===== src/rtl/scl3x_pkg.sv =====
// shared types and the scale3x block function
`timescale 1ns / 1ps

package scl3x_pkg;

    localparam int DEF_MAX_WIDTH  = 1024;
    localparam int DEF_MAX_HEIGHT = 1024;
    localparam int CFG_W          = 11;
    localparam int PIX_W          = 8;
    localparam int COORD_W        = 10;

    localparam logic REG_IMAGE_WIDTH  = 1'b0;
    localparam logic REG_IMAGE_HEIGHT = 1'b1;

    typedef logic [PIX_W-1:0] pix_t;

    // one source column: rows r-2, r-1 and r
    typedef struct packed {
        pix_t t2;
        pix_t t1;
        pix_t t0;
    } col_t;

    typedef struct packed {
        logic [3:0] mask;
        logic       r_is0;
        logic       r_is1;
        logic       c_is0;
        logic       c_is1;
    } ctl_t;

    typedef struct packed {
        pix_t a, b, c, d, e, f, g, h, i;
    } nb_t;

    typedef struct packed {
        pix_t p0, p1, p2, p3, p4, p5, p6, p7, p8;
    } blk_t;

    function automatic blk_t scale3x(input nb_t n);
        blk_t o;
        o = '{n.e, n.e, n.e, n.e, n.e, n.e, n.e, n.e, n.e};
        if (n.b != n.h && n.d != n.f) begin
            o.p0 = (n.d == n.b) ? n.d : n.e;
            o.p1 = ((n.d == n.b && n.e != n.c) || (n.b == n.f && n.e != n.a)) ? n.b : n.e;
            o.p2 = (n.b == n.f) ? n.f : n.e;
            o.p3 = ((n.d == n.b && n.e != n.g) || (n.d == n.h && n.e != n.a)) ? n.d : n.e;
            o.p5 = ((n.b == n.f && n.e != n.i) || (n.h == n.f && n.e != n.c)) ? n.f : n.e;
            o.p6 = (n.d == n.h) ? n.d : n.e;
            o.p7 = ((n.d == n.h && n.e != n.i) || (n.h == n.f && n.e != n.g)) ? n.h : n.e;
            o.p8 = (n.h == n.f) ? n.f : n.e;
        end
        return o;
    endfunction

endpackage


===== src/rtl/scl3x_emit.sv =====
// column window and block issue, one output word per cycle while the receiver is ready
`timescale 1ns / 1ps

module scl3x_emit #(
    parameter int MAX_WIDTH  = scl3x_pkg::DEF_MAX_WIDTH,
    parameter int MAX_HEIGHT = scl3x_pkg::DEF_MAX_HEIGHT,
    parameter int CW = (MAX_WIDTH > 1) ? $clog2(MAX_WIDTH) : 1,
    parameter int RW = (MAX_HEIGHT > 1) ? $clog2(MAX_HEIGHT) : 1
) (
    input  logic                              aclk,
    input  logic                              aresetn,
    input  logic                              in_valid,
    output logic                              in_ready,
    input  scl3x_pkg::ctl_t                   in_ctl,
    input  scl3x_pkg::col_t                   in_col,
    input  logic [CW-1:0]                     in_x,
    input  logic [RW-1:0]                     in_y,
    output logic                              m_valid,
    input  logic                              m_ready,
    output logic [scl3x_pkg::COORD_W-1:0]     m_block_col,
    output logic [scl3x_pkg::COORD_W-1:0]     m_block_row,
    output logic [7:0]                        m_top_left,
    output logic [7:0]                        m_top_mid,
    output logic [7:0]                        m_top_right,
    output logic [7:0]                        m_mid_left,
    output logic [7:0]                        m_mid_centre,
    output logic [7:0]                        m_mid_right,
    output logic [7:0]                        m_bottom_left,
    output logic [7:0]                        m_bottom_mid,
    output logic [7:0]                        m_bottom_right,
    output logic                              m_image_done
);
    logic            s2_valid_reg;
    scl3x_pkg::ctl_t ctl_reg;
    logic [CW-1:0]   x_reg;
    logic [RW-1:0]   y_reg;
    scl3x_pkg::col_t col_a_reg, col_b_reg, col_c_reg;

    logic                          m_valid_reg;
    logic [scl3x_pkg::COORD_W-1:0] bcol_reg, brow_reg;
    scl3x_pkg::blk_t               blk_reg;
    logic                          done_reg;

    logic [3:0]      sel;
    logic [3:0]      mask_after;
    logic            out_free, emit_now, last, load;
    logic            upper, right_edge;
    scl3x_pkg::col_t cl, cm, cr;
    scl3x_pkg::nb_t  nb;
    logic [CW-1:0]   ex;
    logic [RW-1:0]   ey;

    assign out_free   = !m_valid_reg || m_ready;
    assign sel        = ctl_reg.mask & (~ctl_reg.mask + 4'd1);
    assign emit_now   = s2_valid_reg && (|ctl_reg.mask) && out_free;
    assign mask_after = emit_now ? (ctl_reg.mask & ~sel) : ctl_reg.mask;
    assign last       = !s2_valid_reg || (mask_after == 4'd0);
    assign in_ready   = last;
    assign load       = in_valid && last;

    // upper: block of row r-1; right_edge: block at column c
    assign upper      = sel[0] || sel[1];
    assign right_edge = sel[1] || sel[3];

    always_comb begin
        if (right_edge) begin
            cl = ctl_reg.c_is0 ? col_c_reg : col_b_reg;
            cm = col_c_reg;
            cr = col_c_reg;
            ex = x_reg;
        end else begin
            cl = ctl_reg.c_is1 ? col_b_reg : col_a_reg;
            cm = col_b_reg;
            cr = col_c_reg;
            ex = x_reg - CW'(1);
        end
        if (upper) begin
            ey   = y_reg - RW'(1);
            nb.a = ctl_reg.r_is1 ? cl.t1 : cl.t2;
            nb.b = ctl_reg.r_is1 ? cm.t1 : cm.t2;
            nb.c = ctl_reg.r_is1 ? cr.t1 : cr.t2;
            nb.d = cl.t1;
            nb.e = cm.t1;
            nb.f = cr.t1;
            nb.g = cl.t0;
            nb.h = cm.t0;
            nb.i = cr.t0;
        end else begin
            ey   = y_reg;
            nb.a = ctl_reg.r_is0 ? cl.t0 : cl.t1;
            nb.b = ctl_reg.r_is0 ? cm.t0 : cm.t1;
            nb.c = ctl_reg.r_is0 ? cr.t0 : cr.t1;
            nb.d = cl.t0;
            nb.e = cm.t0;
            nb.f = cr.t0;
            nb.g = cl.t0;
            nb.h = cm.t0;
            nb.i = cr.t0;
        end
    end

    always_ff @(posedge aclk) begin
        if (!aresetn) begin
            s2_valid_reg <= 1'b0;
            ctl_reg      <= '0;
            m_valid_reg  <= 1'b0;
        end else begin
            if (load) begin
                s2_valid_reg <= 1'b1;
                ctl_reg      <= in_ctl;
            end else begin
                if (last) begin
                    s2_valid_reg <= 1'b0;
                end
                ctl_reg.mask <= mask_after;
            end
            m_valid_reg <= emit_now || (m_valid_reg && !m_ready);
        end
    end

    always_ff @(posedge aclk) begin
        if (load) begin
            x_reg     <= in_x;
            y_reg     <= in_y;
            col_a_reg <= col_b_reg;
            col_b_reg <= col_c_reg;
            col_c_reg <= in_col;
        end
        if (emit_now) begin
            bcol_reg <= scl3x_pkg::COORD_W'(ex);
            brow_reg <= scl3x_pkg::COORD_W'(ey);
            blk_reg  <= scl3x_pkg::scale3x(nb);
            done_reg <= sel[3];
        end
    end

    assign m_valid        = m_valid_reg;
    assign m_block_col    = bcol_reg;
    assign m_block_row    = brow_reg;
    assign m_top_left     = blk_reg.p0;
    assign m_top_mid      = blk_reg.p1;
    assign m_top_right    = blk_reg.p2;
    assign m_mid_left     = blk_reg.p3;
    assign m_mid_centre   = blk_reg.p4;
    assign m_mid_right    = blk_reg.p5;
    assign m_bottom_left  = blk_reg.p6;
    assign m_bottom_mid   = blk_reg.p7;
    assign m_bottom_right = blk_reg.p8;
    assign m_image_done   = done_reg;

endmodule


===== config.mk =====
export PLATFORM = sky130hd
export DESIGN_NAME = scl3x_emit
export DESIGN_NICKNAME = d
export VERILOG_FILES = /design/src/rtl/scl3x_pkg.sv /design/src/rtl/scl3x_emit.sv
export SDC_FILE = /design/constraint.sdc
export NUM_CORES = 1
export LEC_CHECK = 0
export ABC_AREA = 1
export BUFFER_PORTS_ARGS = -buffer_cell sky130_fd_sc_hd__buf_2
export CORE_AREA = 2 2 183 185
export CTS_CLUSTER_SIZE = 8
export DETAILED_ROUTE_END_ITERATION = 10
export DIE_AREA = 0 0 185 187
export GPL_ROUTABILITY_DRIVEN = 0
export PLACE_DENSITY_LB_ADDON = 0.12
export SYNTH_ARGS = -nofsm -noshare
export SYNTH_HDL_FRONTEND = slang
export SYNTH_SLANG_ARGS = --single-unit

===== constraint.sdc =====
create_clock -name aclk -period 10.8 [get_ports aclk]
set_input_delay 0 -clock aclk [delete_from_list [all_inputs] [get_ports aclk]]
set_output_delay 0 -clock aclk [all_outputs]
set_load 0.02 [all_outputs]

==> metrics.md <==
| Metric | Value |
|---|---|
| Final #Nets | 1668 |
| Max Slew Vio Count | 0 |
| Rows | 67 |
| Drt pass-1 iters | 5 |
| Commonest cells in the netlist | 531 x nand2_1, 228 x nand3_1, 185 x edfxtp_1, 124 x inv_1, 87 x o21ai_0 |
| Top-count cell post-synth | nand2_1 |
| Clock Root Buffer | clkbuf_16 |
| Worst IR Drop VDD | 115 uV |
| Clk_skew | 0.0122 ns |
| Num Clock Sinks | 195 |
| Synth area leader | edfxtp_1 |
| Hold Fails Final Rpt | 0 |
| Register bit total from synthesis | 195 |
| RR Endpoint | m_bottom_left[1]$_DFFE_PP_ |
| Worst min-delay path endpoint | s2_valid_reg$_SDFFE_PN0P_ |
| Tot GR Track Use | 0.208 |
| CTS tree | done |
| EDFF count, synth | 185 |
| H-Tree Depth | 4 |
| Fraction of layout cells with a size suffix above 1 | 0.143 |
| Sequential Power Share | 0.401 |
| Status | complete, no violations |
| Via Count | 10100 |
| WP data required | 11.01 ns |
| Initial antenna violation count | 0 |
| Fmax | 208 MHz |
| Seq/Total Area, Yosys | 0.509 |
| Per-cell routed wire length | 17.0 microns |
| Worst reg2reg path depth | 18 |
| TNS Setup | 0 ns |
| Port-buffer cells | 150 |
| Area growth, synth to finish | 20.0% |
| GRT overflow | 0 |
| Total chip power | 2.43 mW |
| Cell area after synthesis | 0.0113 sq mm |
| Internal power | 1.50 mW |
| Top-level port count | 151 |
| Critical Path Max Stage Delay | 0.65 ns |
| Average size of a mapped cell | 7.89 sq um |
| Hold Startpoint | in_valid |
| Synth Flop Type | edfxtp_1 |
| Final min period | 4.80 ns |
| Startpoint types | flop |
| Switch share | 0.382 |
| Post_cts resized | 0 |
| Sequential Area | 0.00576 sq mm |
| Yosys top cell area share | 0.492 |
| Hold Crit Depth | 3 |
| N_diodes | 0 |
| First-pass GRT wire length | 55000 microns |
| R2R Setup Slk | 6.00 ns |
| Unique masters post-synth | 30 |
| Max-capacitance violation count | 0 |
| Die Span X | 185 microns |
| Largest net degree at the start of global routing | 74 |
| Syn Inst Count | 1432 |
| Core ar. | 0.0329 sq mm |
| Synth warn | 0 |
| Syn_nets | 1490 |
| Final worst path period share | 0.445 |
| Initial Util | 0.344 |
| Routed Wire Length | 35100 microns |
| PD cells | 179 mW/mm^2 |
| Worst hold slack | 0.119 ns |
| Unrepaired setup endpoints after global routing | no |
| Leakage | 6.14 nW |
| Via-to-Cell Ratio | 4.86 |
| Pin slew with the least headroom to its limit | 0.917 ns |
| WS Path Type | flop to flop |
| Worst skew pair latency | 0.46 ns |
| Remaining DRCs | 0 |
| Hold Crit Class | input pin to flop |
| Crit path max-delay cell type | nand2_2 |
| Final worst slack | 6.00 ns |
| Async SR Flop Fraction | 0 |
| CP Capture Type | flop |
| Multi-input logic area | 0.00473 sq mm |
| Clk pwr share | 0.263 |
| Combinational group share of total power | 0.336 |
| Num CTS Buffers | 17 |
| CP Max Fanout | 69 |
| Clock Path Buffers | 2 |
| Detailed-placement wirelength estimate | 25100 microns |
| Ranking of synthesized cells by area | edfxtp_1 49%, nand2_1 18%, nand3_1 10%, inv_1 4.1%, o21ai_0 3.9% |
| Vias in the first global route | 9724 |
| Reg2reg start | ctl_reg[4]$_SDFF_PN0_ |
| Routed Antenna Nets | 0 |
| Die ar. | 0.0346 sq mm |
| Rel. slew slack | 0.389 |
| CP Data Arrival Time | 5.01 ns |
| # setup viols final | 0 |
| Critical Path Most Common Cell | nand2_1 |
| Net Sw Power | 0.927 mW |
| Worst slack at placement | 6.09 ns |
| Clk slew on worst S/H paths | 0.08 ns |
| Fillers | 3458 |
| Critical path cell sequence | nor2_4, nand3_4, nand2_2, buf_4, nand2_1, nand2_1, nand2_1, nand2_1, inv_1, nand2_1, a21oi_1, nand2_1, nor2_1, nor2_4, buf_4, inv_1, nand2_1, nand2_1 |
| Die height | 187 microns |
| Starting DRT DRC Count | 865 |
[critical path, delay by kind of cell, from the launching register on]
kind | cells | cell delay (ns)
and+or+nand+nor | 13 | 2.50
buffers and inverters | 4 | 1.51
DFF | 1 | 0.37
AOI/OAI and AO/OA | 1 | 0.08
[timing repair]
action	CTS	global route
hold buffers	57	0
setup buffers	0	0
endpoints found under the hold margin	54	0
setup endpoints to repair	0	0
[power groups by stage]
stage          combinational, mW  sequential, mW  clock (mW)
6_report                   0.817           0.973       0.638
3_5_place_dp               0.797           0.991           0
3_3_place_gp               0.794           0.991           0
5_1_grt                    0.914           0.982       0.686
2_1_floorplan              0.514            1.03           0
4_1_cts                    0.815           0.975       0.656
[worst max path at each step]
stage	startpoint	to	slack [ns]	depth (start not counted)
detailed placement	ctl_reg[4]$_SDFF_PN0_	m_bottom_right[5]$_DFFE_PP_	6.09	18
global route	ctl_reg[4]$_SDFF_PN0_	m_bottom_right[5]$_DFFE_PP_	5.63	18
CTS	ctl_reg[4]$_SDFF_PN0_	m_bottom_right[5]$_DFFE_PP_	6.06	18
finish	ctl_reg[4]$_SDFF_PN0_	m_bottom_left[1]$_DFFE_PP_	6.00	18
floorplan	ctl_reg[4]$_SDFF_PN0_	col_a_reg[0]$_DFFE_PP_	4.82	12
global placement	ctl_reg[4]$_SDFF_PN0_	m_bottom_mid[4]$_DFFE_PP_	6.12	19
[cell families (layout without fill, tap and decap cells)]
kind of cell / after synthesis / after routing / synth area share
xor+xnor: 39 / 39 / 0.0302
flops: 195 / 195 / 0.509
compound gates: 145 / 145 / 0.0651
fa+ha+maj: 2 / 2 / 0.00221
buf+inv: 198 / 389 / 0.0724
simple gates: 853 / 853 / 0.321
[stage by stage]
| step | utilization | instance area (sq um) | cells |
|---|---|---|---|
| after floorplan | - | 11300 | 1432 |
| after CTS | 0.413 | 13600 | 2071 |
| final | 0.413 | 13600 | 2071 |
| after global placement | 0.378 | 12400 | 1982 |
| after global routing | 0.413 | 13600 | 2071 |
| after detailed placement | 0.378 | 12400 | 1982 |
[cell type report]
| cell class | instances | share of cell area |
|---|---|---|
| repair buffers | 221 | 0.105 |
| multi-input cells | 1039 | 0.349 |
| inverters | 136 | 0.0380 |
| flip-flops and latches | 195 | 0.424 |
| well taps | 448 | 0.0413 |
| clock inverters | 14 | 0.0105 |
| clock buffers | 18 | 0.0316 |
[placed cells by master (no fill, tap or decap), drive strengths merged]
cell type / count
clkinvlp: 1
o21ai: 106
clkbuf: 18
xor2: 32
buf: 164
dfxtp: 10
dlygate4sd3: 57
o21a: 1
xnor2: 7
nor4: 1
nand3b: 5
clkinv: 6
nand3: 229
inv: 142
bufinv: 1
edfxtp: 185
nand4: 12
nand2: 546
ha: 2
and2: 1
a21oi: 38
nor3: 3
nor2: 56
[routing by layer]
layer / vias to the layer above / global-route usage / routed length, microns / part of all wire
met5: - / 0 / 0 / 0
met4: 0 / 0.0665 / 653 / 0.019
met3: 34 / 0.0354 / 1810 / 0.051
met2: 306 / 0.327 / 16100 / 0.46
met1: 4636 / 0.293 / 16500 / 0.47
li1: 5093 / - / - / -
(Power assumes the default switching activity.)
